<file path="config.mk">
export PLATFORM = sky130hd
export DESIGN_NAME = utf8_to_greek_codepage_core_flat
export DESIGN_NICKNAME = d
export VERILOG_FILES = /design/src/u2g_pkg.sv /design/src/u2g_in_if.sv /design/src/u2g_out_if.sv /design/src/u2g_conv.sv /design/src/utf8_to_greek_codepage_core.sv /design/src/flat_wrapper.sv
export SDC_FILE = /design/constraint.sdc
export NUM_CORES = 1
export LEC_CHECK = 0
export ABC_AREA = 1
export BUFFER_PORTS_ARGS = -buffer_cell sky130_fd_sc_hd__buf_4
export CAP_MARGIN = 20
export CORE_ASPECT_RATIO = 1.5
export CORE_MARGIN = 5
export CORE_UTILIZATION = 55
export DETAILED_ROUTE_END_ITERATION = 12
export PLACE_DENSITY = 0.72
export SETUP_SLACK_MARGIN = 0.05
export SYNTH_ARGS = -nofsm -noshare
export SYNTH_HDL_FRONTEND = slang
export SYNTH_SLANG_ARGS = --single-unit
</file>
<file path="constraint.sdc">
create_clock -name clk -period 4.6 [get_ports clk]
set_clock_uncertainty 0.15 [all_clocks]
set_input_delay 0 -clock clk [delete_from_list [all_inputs] [get_ports clk]]
set_output_delay 0 -clock clk [all_outputs]
set_load 0.05 [all_outputs]
</file>
<file path="src/u2g_pkg.sv">
// Shared types, constants and code page lookup functions for the UTF-8 to Greek converter.
`default_nettype none

package u2g_pkg;

    // Sequence length at which the byte counter saturates.
    localparam logic [2:0] LEN_SAT = 3'd7;

    // Result kinds as reported on the output channel.
    typedef enum logic [1:0] {
        KIND_CONV      = 2'd0,
        KIND_ASCII     = 2'd1,
        KIND_UNMAPPED  = 2'd2,
        KIND_MALFORMED = 2'd3
    } kind_t;

    // One result item.
    typedef struct packed {
        logic [7:0] out_byte;
        kind_t      kind;
        logic       last_of_run;
    } res_t;

    // Two-byte reverse lookup; zero means there is no entry.
    function automatic logic [7:0] map_two(input logic [7:0] a, input logic [7:0] b);
        logic [7:0] code;
        code = 8'h00;
        case (a)
            8'hC6:
            begin
                if (b == 8'h92)
                begin
                    code = 8'h83;
                end
            end
            8'hCA:
            begin
                case (b)
                    8'h81, 8'h88, 8'h8A, 8'h8C, 8'h8D, 8'h8E, 8'h8F, 8'h90,
                    8'h98, 8'h9A, 8'h9C, 8'h9D, 8'h9E, 8'h9F, 8'hAA: code = b;
                    default: code = 8'h00;
                endcase
            end
            8'hCB:
            begin
                if (b == 8'h92)
                begin
                    code = 8'hD2;
                end
                else if (b == 8'hBF)
                begin
                    code = 8'hFF;
                end
            end
            8'hCE:
            begin
                case (b)
                    8'h84: code = 8'hB4;
                    8'h85: code = 8'hA1;
                    8'h86: code = 8'hA2;
                    8'h88: code = 8'hB8;
                    8'h89: code = 8'hB9;
                    8'h8A: code = 8'hBA;
                    8'h8C: code = 8'hBC;
                    8'h8E: code = 8'hBE;
                    8'h8F: code = 8'hBF;
                    default:
                    begin
                        if (b >= 8'h90 && b <= 8'hBF && b != 8'hA2)
                        begin
                            code = 8'(b + 8'h30);
                        end
                    end
                endcase
            end
            8'hCF:
            begin
                if (b >= 8'h80 && b <= 8'h8E)
                begin
                    code = 8'(b + 8'h70);
                end
            end
            default: code = 8'h00;
        endcase
        return code;
    endfunction

    // Three-byte reverse lookup; zero means there is no entry.
    function automatic logic [7:0] map_three(input logic [7:0] a, input logic [7:0] b,
                                             input logic [7:0] c);
        logic [7:0] code;
        code = 8'h00;
        if (a == 8'hE2 && b == 8'h80)
        begin
            case (c)
                8'h93: code = 8'h96;
                8'h94: code = 8'h97;
                8'h95: code = 8'hAF;
                8'h98: code = 8'h91;
                8'h99: code = 8'h92;
                8'h9A: code = 8'h82;
                8'h9C: code = 8'h93;
                8'h9D: code = 8'h94;
                8'h9E: code = 8'h84;
                8'hA0: code = 8'h86;
                8'hA1: code = 8'h87;
                8'hA2: code = 8'h95;
                8'hA6: code = 8'h85;
                8'hB0: code = 8'h89;
                8'hB9: code = 8'h8B;
                8'hBA: code = 8'h9B;
                default: code = 8'h00;
            endcase
        end
        else if (a == 8'hE2 && b == 8'h82 && c == 8'hAC)
        begin
            code = 8'h80;
        end
        else if (a == 8'hE2 && b == 8'h84 && c == 8'hA2)
        begin
            code = 8'h99;
        end
        else if (a == 8'hEF && b == 8'hBF && c == 8'hBD)
        begin
            code = 8'hA0;
        end
        return code;
    endfunction

    // Turn a gathered sequence into one result (last_of_run left clear).
    function automatic res_t resolve(input logic [7:0] lead, input logic [7:0] second,
                                     input logic [7:0] third, input logic [2:0] len);
        res_t       r;
        logic [7:0] code;
        code = 8'h00;
        r.last_of_run = 1'b0;
        if (len < 3'd2 || len == LEN_SAT || lead[7:6] != 2'b11)
        begin
            r.out_byte = 8'h00;
            r.kind     = KIND_MALFORMED;
        end
        else
        begin
            if (len == 3'd2)
            begin
                code = map_two(lead, second);
            end
            else if (len == 3'd3)
            begin
                code = map_three(lead, second, third);
            end
            r.out_byte = code;
            r.kind     = (code != 8'h00) ? KIND_CONV : KIND_UNMAPPED;
        end
        return r;
    endfunction

endpackage

`default_nettype wire

</file>
<file path="src/u2g_in_if.sv">
// Input channel interface: one UTF-8 byte per transaction.
`default_nettype none

interface u2g_in_if;
    logic       valid;
    logic       ready;
    logic [7:0] in_byte;
    logic       end_of_string;

    modport source (output valid, output in_byte, output end_of_string, input ready);
    modport sink   (input valid, input in_byte, input end_of_string, output ready);
endinterface

`default_nettype wire

</file>
<file path="src/u2g_out_if.sv">
// Output channel interface: one code page result per transaction.
`default_nettype none

interface u2g_out_if;
    logic       valid;
    logic       ready;
    logic [7:0] out_byte;
    logic [1:0] kind;
    logic       last_of_run;

    modport source (output valid, output out_byte, output kind, output last_of_run,
                    input ready);
    modport sink   (input valid, input out_byte, input kind, input last_of_run,
                    output ready);
endinterface

`default_nettype wire

</file>
<file path="src/u2g_conv.sv">
// Sequence state and per-byte conversion logic giving up to two results per byte.
`default_nettype none

module u2g_conv (
    input  wire logic          clk,
    input  wire logic          rst_n,
    input  wire logic          advance,
    input  wire logic [7:0]    in_byte,
    input  wire logic          end_of_string,
    output logic [1:0]         res_count,
    output u2g_pkg::res_t      res0,
    output u2g_pkg::res_t      res1
);

    logic [7:0] lead_reg, lead_next;
    logic [7:0] second_reg, second_next;
    logic [7:0] third_reg, third_next;
    logic [2:0] len_reg, len_next;

    // Work out the results of the current byte and the state it leaves.
    always_comb
    begin
        u2g_pkg::res_t r_a;
        u2g_pkg::res_t r_b;
        logic          has_a;
        logic          has_b;
        logic [7:0]    sec_upd;
        logic [7:0]    thi_upd;
        logic [2:0]    len_upd;

        r_a         = '0;
        r_b         = '0;
        has_a       = 1'b0;
        has_b       = 1'b0;
        lead_next   = lead_reg;
        second_next = second_reg;
        third_next  = third_reg;
        len_next    = len_reg;
        sec_upd     = (len_reg == 3'd1) ? in_byte : second_reg;
        thi_upd     = (len_reg == 3'd2) ? in_byte : third_reg;
        len_upd     = (len_reg < u2g_pkg::LEN_SAT) ? 3'(len_reg + 3'd1) : len_reg;

        if (len_reg != 3'd0 && in_byte[7:6] == 2'b10)
        begin
            // Continuation byte joins the pending sequence.
            second_next = sec_upd;
            third_next  = thi_upd;
            len_next    = len_upd;
            if (end_of_string)
            begin
                r_a         = u2g_pkg::resolve(lead_reg, sec_upd, thi_upd, len_upd);
                has_a       = 1'b1;
                lead_next   = 8'h00;
                second_next = 8'h00;
                third_next  = 8'h00;
                len_next    = 3'd0;
            end
        end
        else
        begin
            // Any other byte first closes a pending sequence.
            if (len_reg != 3'd0)
            begin
                r_a         = u2g_pkg::resolve(lead_reg, second_reg, third_reg, len_reg);
                has_a       = 1'b1;
                lead_next   = 8'h00;
                second_next = 8'h00;
                third_next  = 8'h00;
                len_next    = 3'd0;
            end
            if (in_byte == 8'h00)
            begin
                // Terminator gives no result of its own.
            end
            else if (!in_byte[7])
            begin
                r_b.out_byte = in_byte;
                r_b.kind     = u2g_pkg::KIND_ASCII;
                has_b        = 1'b1;
            end
            else
            begin
                // A new sequence opens; on end of string it is a lone lead byte.
                lead_next   = in_byte;
                second_next = 8'h00;
                third_next  = 8'h00;
                len_next    = 3'd1;
                if (end_of_string)
                begin
                    r_b.out_byte = 8'h00;
                    r_b.kind     = u2g_pkg::KIND_MALFORMED;
                    has_b        = 1'b1;
                    lead_next    = 8'h00;
                    len_next     = 3'd0;
                end
            end
        end

        // Pack the results towards slot zero and mark the final one.
        res_count = 2'({1'b0, has_a} + {1'b0, has_b});
        if (has_a)
        begin
            res0             = r_a;
            res1             = r_b;
            res0.last_of_run = !has_b;
            res1.last_of_run = 1'b1;
        end
        else
        begin
            res0             = r_b;
            res1             = r_b;
            res0.last_of_run = 1'b1;
            res1.last_of_run = 1'b1;
        end
    end

    // Sequence state moves on only when the byte is handed on.
    always_ff @(posedge clk or negedge rst_n)
    begin
        if (!rst_n)
        begin
            lead_reg   <= 8'h00;
            second_reg <= 8'h00;
            third_reg  <= 8'h00;
            len_reg    <= 3'd0;
        end
        else if (advance)
        begin
            lead_reg   <= lead_next;
            second_reg <= second_next;
            third_reg  <= third_next;
            len_reg    <= len_next;
        end
    end

endmodule

`default_nettype wire

</file>
<file path="src/utf8_to_greek_codepage_core.sv">
// Top level of the UTF-8 to Greek single-byte code page converter.
//
//  channel | direction | transaction payload
//  --------+-----------+------------------------------------------
//  in_ch   | in        | in_byte[7:0], end_of_string
//  out_ch  | out       | out_byte[7:0], kind[1:0], last_of_run
//
// A byte is taken into an input register, converted combinationally against the
// sequence state, and its zero, one or two results are written to a two-entry
// result queue. One byte per cycle is sustained while the queue has room for
// its results; a byte giving two results may hold the input register while
// the queue drains.
// rst_n clears the sequence state, the input register and the queue at once.
// A stall on out_ch fills the queue and then drops in_ch.ready.
`default_nettype none

module utf8_to_greek_codepage_core (
    input  wire logic clk,
    input  wire logic rst_n,
    u2g_in_if.sink    in_ch,
    u2g_out_if.source out_ch
);

    logic          s1_valid_reg;
    logic [7:0]    s1_byte_reg;
    logic          s1_eos_reg;

    u2g_pkg::res_t q_reg [2];
    u2g_pkg::res_t q_next [2];
    logic [1:0]    cnt_reg, cnt_next;

    logic [1:0]    res_count;
    u2g_pkg::res_t res0;
    u2g_pkg::res_t res1;
    logic          pop;
    logic [1:0]    cnt_after;
    logic          advance;
    logic [1:0]    push_count;

    // Conversion logic and sequence state.
    u2g_conv u_conv (
        .clk           (clk),
        .rst_n         (rst_n),
        .advance       (advance),
        .in_byte       (s1_byte_reg),
        .end_of_string (s1_eos_reg),
        .res_count     (res_count),
        .res0          (res0),
        .res1          (res1)
    );

    // Handshake control between the input register and the result queue.
    assign pop        = (cnt_reg != 2'd0) && out_ch.ready;
    assign cnt_after  = 2'(cnt_reg - {1'b0, pop});
    assign advance    = s1_valid_reg && ((3'({1'b0, cnt_after}) + 3'({1'b0, res_count})) <= 3'd2);
    assign push_count = advance ? res_count : 2'd0;
    assign in_ch.ready = !s1_valid_reg || advance;

    // Input register.
    always_ff @(posedge clk or negedge rst_n)
    begin
        if (!rst_n)
        begin
            s1_valid_reg <= 1'b0;
        end
        else if (in_ch.valid && in_ch.ready)
        begin
            s1_valid_reg <= 1'b1;
        end
        else if (advance)
        begin
            s1_valid_reg <= 1'b0;
        end
    end

    always_ff @(posedge clk)
    begin
        if (in_ch.valid && in_ch.ready)
        begin
            s1_byte_reg <= in_ch.in_byte;
            s1_eos_reg  <= in_ch.end_of_string;
        end
    end

    // Result queue: shift out the head, then append new results behind the rest.
    always_comb
    begin
        q_next[0] = q_reg[0];
        q_next[1] = q_reg[1];
        if (pop)
        begin
            q_next[0] = q_reg[1];
        end
        if (cnt_after == 2'd0)
        begin
            if (push_count != 2'd0)
            begin
                q_next[0] = res0;
            end
            if (push_count == 2'd2)
            begin
                q_next[1] = res1;
            end
        end
        else if (cnt_after == 2'd1)
        begin
            if (push_count != 2'd0)
            begin
                q_next[1] = res0;
            end
        end
        cnt_next = 2'(cnt_after + push_count);
    end

    always_ff @(posedge clk or negedge rst_n)
    begin
        if (!rst_n)
        begin
            cnt_reg <= 2'd0;
        end
        else
        begin
            cnt_reg <= cnt_next;
        end
    end

    always_ff @(posedge clk)
    begin
        q_reg[0] <= q_next[0];
        q_reg[1] <= q_next[1];
    end

    // Output channel shows the head of the queue.
    assign out_ch.valid       = (cnt_reg != 2'd0);
    assign out_ch.out_byte    = q_reg[0].out_byte;
    assign out_ch.kind        = q_reg[0].kind;
    assign out_ch.last_of_run = q_reg[0].last_of_run;

endmodule

`default_nettype wire

</file>
<file path="src/flat_wrapper.sv">
// flat-port wrapper written by rule: the top's interface ports become plain ports
module utf8_to_greek_codepage_core_flat 
  (clk, rst_n, in_ch_valid, in_ch_in_byte, in_ch_end_of_string, in_ch_ready, out_ch_valid, out_ch_out_byte, out_ch_kind, out_ch_last_of_run, out_ch_ready);
  u2g_in_if in_ch_i ();
  u2g_out_if out_ch_i ();
  input  wire logic clk;
  input  wire logic rst_n;
  input wire logic [$bits(in_ch_i.valid)-1:0] in_ch_valid;
  input wire logic [$bits(in_ch_i.in_byte)-1:0] in_ch_in_byte;
  input wire logic [$bits(in_ch_i.end_of_string)-1:0] in_ch_end_of_string;
  output wire logic [$bits(in_ch_i.ready)-1:0] in_ch_ready;
  output wire logic [$bits(out_ch_i.valid)-1:0] out_ch_valid;
  output wire logic [$bits(out_ch_i.out_byte)-1:0] out_ch_out_byte;
  output wire logic [$bits(out_ch_i.kind)-1:0] out_ch_kind;
  output wire logic [$bits(out_ch_i.last_of_run)-1:0] out_ch_last_of_run;
  input wire logic [$bits(out_ch_i.ready)-1:0] out_ch_ready;
  assign in_ch_i.valid = in_ch_valid;
  assign in_ch_i.in_byte = in_ch_in_byte;
  assign in_ch_i.end_of_string = in_ch_end_of_string;
  assign in_ch_ready = in_ch_i.ready;
  assign out_ch_valid = out_ch_i.valid;
  assign out_ch_out_byte = out_ch_i.out_byte;
  assign out_ch_kind = out_ch_i.kind;
  assign out_ch_last_of_run = out_ch_i.last_of_run;
  assign out_ch_i.ready = out_ch_ready;
  utf8_to_greek_codepage_core u_core (.clk(clk), .rst_n(rst_n), .in_ch(in_ch_i), .out_ch(out_ch_i));
endmodule
</file>
**Word-level counts from Yosys, hierarchy flattened**

Memories as Yosys holds them, arrays and structs flattened.
Index checks and enable logic that the tools add are counted.
W data, S select, Z words.

- Add/subtract/negate cells: 9
- Magnitude comparators: 12
- Multiplexer cells: 89
- Reductions and logical operators: 42
- Equality and inequality tests: 103

Operators by type and width:

| kind | count |
|---|---|
| $eq A8 B8 Y1 const B | 89 |
| $mux W8 | 48 |
| $pmux W8 S16 | 2 |
| $pmux W8 S9 | 2 |
| $mux W11 | 11 |
| $pmux W8 S5 | 2 |
| $ge A8 B8 Y1 const B | 4 |
| $le A8 B8 Y1 const B | 4 |
| $mux W10 | 3 |
| $reduce_or A15 Y1 | 2 |
| $logic_and A1 B1 Y1 | 24 |
| $mux W3 | 6 |
| $mux W9 | 2 |
| $add A8 B6 Y8 const B | 2 |
| $add A8 B7 Y8 const B | 2 |
| $ne A8 B8 Y1 const B | 2 |
| $reduce_bool A8 Y1 | 2 |
| $eq A3 B2 Y1 const B | 4 |
| $mux W1 | 9 |
| $logic_not A8 Y1 | 1 |
| $mux W2 | 4 |
| $eq A3 B3 Y1 const B | 2 |
| $lt A3 B2 Y1 const B | 2 |
| $reduce_bool A2 Y1 | 3 |
| other kinds (17) | 23 |

- Bits in registers: 39
- Output and inout bits: 13
- Memory bits (writable): 22
- Memories: 1
- Word-level logic and storage cells: 264

Memories:

| name | depth | bits a word | rd ports | clocked after Yosys merged registers in | write ports | line | RTL |
|---|---|---|---|---|---|---|---|
| u_core.q_reg | 2 | 11 | 2 | 0 | 2 | utf8_to_greek_codepage_core.sv:28 | `u2g_pkg::res_t q_reg [2];` |

**Logic depth before layout (Yosys ltp)**

- Word-level depth: 23
- Gate-level depth with buffers: 23
- Depth with buffers taken out: 22

**By module**

From an unflattened synthesis, not the netlist that was laid out.

- Cells, all modules: 1017
- Area total of the unflattened synthesis: 6262.3 um^2

Modules (own cells, without submodules):

| module | area each (um^2) | cells an instance | instances | seq. area each (um^2) |
|---|---|---|---|---|
| u2g_conv | 4618.2 | 826 | 1 | 675.6 |
| utf8_to_greek_codepage_core | 1644.1 | 191 | 1 | 895.9 |

**Worst setup path before layout**

No wires, ideal clock.

- Kind: reg2reg
- From: register, netlist name u_core.u_conv.len_reg[2]
- To: memory u_core.q_reg[0][11] in the netlist's numbering (enable)
- Path buffers: 2
- Setup time: 397 ps
- Cell stages (with the launch flop): 16
- Setup slack: 429 ps
- Data arrival time: 3625 ps
- Data required time: 4053 ps
- Path through: dfrtp_1 -> inv_4 -> buf_6 -> nand2_2 -> nand2_1 -> clkbuf_1 -> nand3_1 -> inv_1 -> ha_1 -> ha_1 -> fa_1 -> a21oi_1 -> inv_1 -> nor2_1 -> o21ai_0 -> a211oi_1

RTL lines:

| what | line |
|---|---|
| end: declaration | utf8_to_greek_codepage_core.sv:28 |

==> out/metrics.json <==
{
  "outcome": {
    "status": "finished, violations left",
    "violations": "hold timing"
  },
  "layout": {
    "highest_count_cells_in_the_layout_ignoring_fill_and_taps": "sky130_fd_sc_hd__nand2_1, sky130_fd_sc_hd__nand3_1, sky130_fd_sc_hd__nor2_1",
    "largest_register_ffs": 22,
    "post_route_cells_drive_above_1_share_pct": 10.11,
    "final_nets": 1032,
    "mostFrequentLayoutCell": "sky130_fd_sc_hd__nand2_1",
    "insertedDiodeCount": 0,
    "area_delta_synth_final_pct": 10.71,
    "finish.instance_area_um2": 6675
  },
  "synthesis": {
    "synthFlopType": "sky130_fd_sc_hd__dfrtp_1",
    "synth_async_sr_flop_share_pct": 49.18,
    "postSynthNetCount": 1011,
    "post_synth_num_cell_types": 51,
    "ys_seq_area_share_pct": 26.06,
    "synth_area_per_cell_um2": 6.134,
    "yosysWarnings": 0,
    "yosys_register_bits": 61,
    "synth-edff-count": 20,
    "synthCells": 983,
    "mappedNetlistArea_um2": 6030
  },
  "clocking": {
    "clock_sinks": 61,
    "ctsHtreeMaxLevel": 3,
    "clk_latency_ns": 0.34,
    "clock_tree.buffer_depth": 2,
    "cts-buffers-inserted": 9,
    "total_of_cells_resized_after_clock_tree_synthesis": 0,
    "cts_root_buf": "sky130_fd_sc_hd__clkbuf_16",
    "path_clk_slew_ns": 0.06,
    "cts_tree": "built"
  },
  "sta": {
    "hold_ws_ns": -0.007254,
    "report.final.setup_viol": 0,
    "worstMarginPinSlew_ns": 0.8492,
    "final.setup.tns_ns": 0,
    "fmax_mhz": 249.0,
    "grt_setup_unrepaired": "false",
    "fin_crit_ns": 4.017,
    "final_max_slew_viol_count": 0,
    "final_min_period_over_clock_period_pct": 87.32,
    "relSlewSlack_pct": 42.95,
    "timing_hold_violations_final": 15
  },
  "floorplan": {
    "initial_cell_density_of_the_core_pct": 56.63,
    "top_level_ports": 26,
    "core.rowCount": 46,
    "area_of_the_core_region_um2": 10650,
    "chipWidth_um": 95.49,
    "dieArea_um2": 13200,
    "die_h_um": 138.2
  },
  "placed_design": {
    "buffers_on_ports": 25,
    "post-dp-hpwl_mm": 15.97,
    "dpl-instance-area_um2": 6242,
    "gp_congestion": 1.012
  },
  "global_route": {
    "grt_pass1_vias": 6541,
    "grtUsageMet3_pct": 3.909,
    "grt_pass1_wl_mm": 32.78,
    "grt.busiest_layer": "met2",
    "grt_start_max_net_pins": 31,
    "grt_util_all_layers_pct": 31.81,
    "gr-total-overflow": 0,
    "number_of_antenna_violations_at_the_first_check_in_global_routing": 0,
    "met2_usage_pct": 52.90,
    "global_route.usage.met1_pct": 37.45
  },
  "setup_path": {
    "worst-path-max-fanout": 14,
    "cp_data_required_time_ns": 4.68,
    "worstSetupEndpointType": "register",
    "critical_path_arrival_ns": 4.10,
    "cp-start-kind": "register",
    "crit_type": "reg -> reg"
  },
  "run": {
    "max_cap_viol_count": 0
  },
  "power": {
    "cellPowerDensity_nw_per_um2": 648.4,
    "total_power_mw": 4.328,
    "internal_power_mw": 2.040,
    "total_leakage_power_nw": 3.246,
    "switching_share_pct": 52.86,
    "power_frac_seq_pct": 23.7,
    "maximum_resistive_drop_on_vdd_uv": 769.8,
    "power_switching_mw": 2.288,
    "clock_power_share_pct": 17.3,
    "share_comb_of_total_power_pct": 59.1
  },
  "drt": {
    "drt_first_iter_violations": 467,
    "detail_route.wirelength_mm": 20.22,
    "detailroute.via_count": 6718,
    "drt_pre_antenna_iters": 7,
    "drc_violations_left": 0,
    "routed_wire_length_per_instance_um": 17.54,
    "via_per_inst": 5.827,
    "ant_nets": 0
  },
  "worst_hold_path": {
    "hold_path_class": "in -> async"
  }
}
## worst max-delay path, cell delays in order, from the launching register on
cell and delay (ns):
sky130_fd_sc_hd__dfrtp_1 0.38, sky130_fd_sc_hd__or2_2 0.30, sky130_fd_sc_hd__nand2_1 0.33, sky130_fd_sc_hd__inv_1 0.30, sky130_fd_sc_hd__ha_1 0.30, sky130_fd_sc_hd__xnor2_1 0.22
sky130_fd_sc_hd__inv_1 0.13, sky130_fd_sc_hd__fa_1 0.49, sky130_fd_sc_hd__a21oi_1 0.15, sky130_fd_sc_hd__inv_1 0.09, sky130_fd_sc_hd__nor2_1 0.10, sky130_fd_sc_hd__buf_4 0.18
sky130_fd_sc_hd__o21ai_0 0.15, sky130_fd_sc_hd__nor2_1 0.15, sky130_fd_sc_hd__inv_1 0.22, sky130_fd_sc_hd__o21ai_0 0.22, sky130_fd_sc_hd__inv_1 0.05
## final cells by class
cell class                      count  area (um^2)
Clock buffer                        9        225.2
Clock inverter                      7        97.59
Fill cell                        1091         3973
Inverter                          103        389.1
Multi-Input combinational cell    783         3839
Sequential cell                    61         1572
Tap cell                          144        180.2
Timing Repair Buffer               46        372.9
## kinds of logic after synthesis
logic type	share of synthesized area, %
AOI/OAI and AO/OA	11.48
xor gates and xnor gates	0.5811
adders and majority gates	3.237
buffers and inverters	10.27
DFF	26.06
and+or+nand+nor	48.37
## timing repair
action,4_1_cts,5_1_grt
hold buffers,11,0
setup endpoints to repair,0,0
endpoints found under the hold margin,40,0
buffers inserted,0,0
## cells in the mapped netlist (17+ instances only)
library cell               count  area (um^2)
sky130_fd_sc_hd__o21ai_0      40        200.2
sky130_fd_sc_hd__edfxtp_1     20        600.6
sky130_fd_sc_hd__a21oi_1      22        110.1
sky130_fd_sc_hd__nand2_1     298         1119
sky130_fd_sc_hd__nand3_1     130        650.6
sky130_fd_sc_hd__nand4_1      32        200.2
sky130_fd_sc_hd__o22ai_1      22        137.6
sky130_fd_sc_hd__nor3_1       18        90.09
sky130_fd_sc_hd__nor2_1      117        439.2
sky130_fd_sc_hd__nand2_2      17        106.4
sky130_fd_sc_hd__inv_1        97        364.1
sky130_fd_sc_hd__dfrtp_1      30        750.7
## per-layer routing
metal  wire (um)  vias to the layer above  part of all wire (%)
met5           0                        -                     0
met4        1521                        0                   7.5
met3        1066                       84                   5.3
met2        9974                      268                    49
met1        7659                     3061                    38
li1            -                     3305                     -
## worst paths after layout
path / start / to / slack (ns) / cells after the start
max in group asynchronous: rst_n / u_core.u_conv.lead_reg[2] / 3.99 / 2
setup reg to reg: u_core.cnt_reg[1] / u_core.q_reg[0][9] / 0.58 / 16
setup / recovery: u_core.cnt_reg[1] / u_core.q_reg[0][9] / 0.58 / 16
min in group clk: out_ch_ready / u_core.q_reg[0][1] / 0.12 / 4
hold reg to reg: u_core.q_reg[0][1] / u_core.q_reg[0][1] / 0.34 / 2
hold / removal: rst_n / u_core.u_conv.third_reg[3] / -0.007 / 2
## stage by stage
stage / utilization (%) / hold slack (ns) / worst slack [ns] / instances
3_3_place_gp: 58.63 / -0.1808 / 0.6843 / 1126
3_5_place_dp: 58.63 / -0.1767 / 0.6336 / 1126
2_1_floorplan: - / -0.4456 / 0.4286 / 983
6_report: 62.69 / -0.007254 / 0.5834 / 1153
5_1_grt: 62.69 / 0.04454 / 0.2025 / 1153
4_1_cts: 62.69 / 0.01080 / 0.6024 / 1153
## power by group through the flow
stage	clock network, mW	registers [mW]	logic, mW
floorplan	0	0.961	1.91
global route	0.778	1.05	2.81
finish	0.747	1.02	2.56
global placement	0	1.03	2.49
CTS	0.747	1.02	2.53
detailed placement	0	1.03	2.51
(Power assumes the default switching activity.)
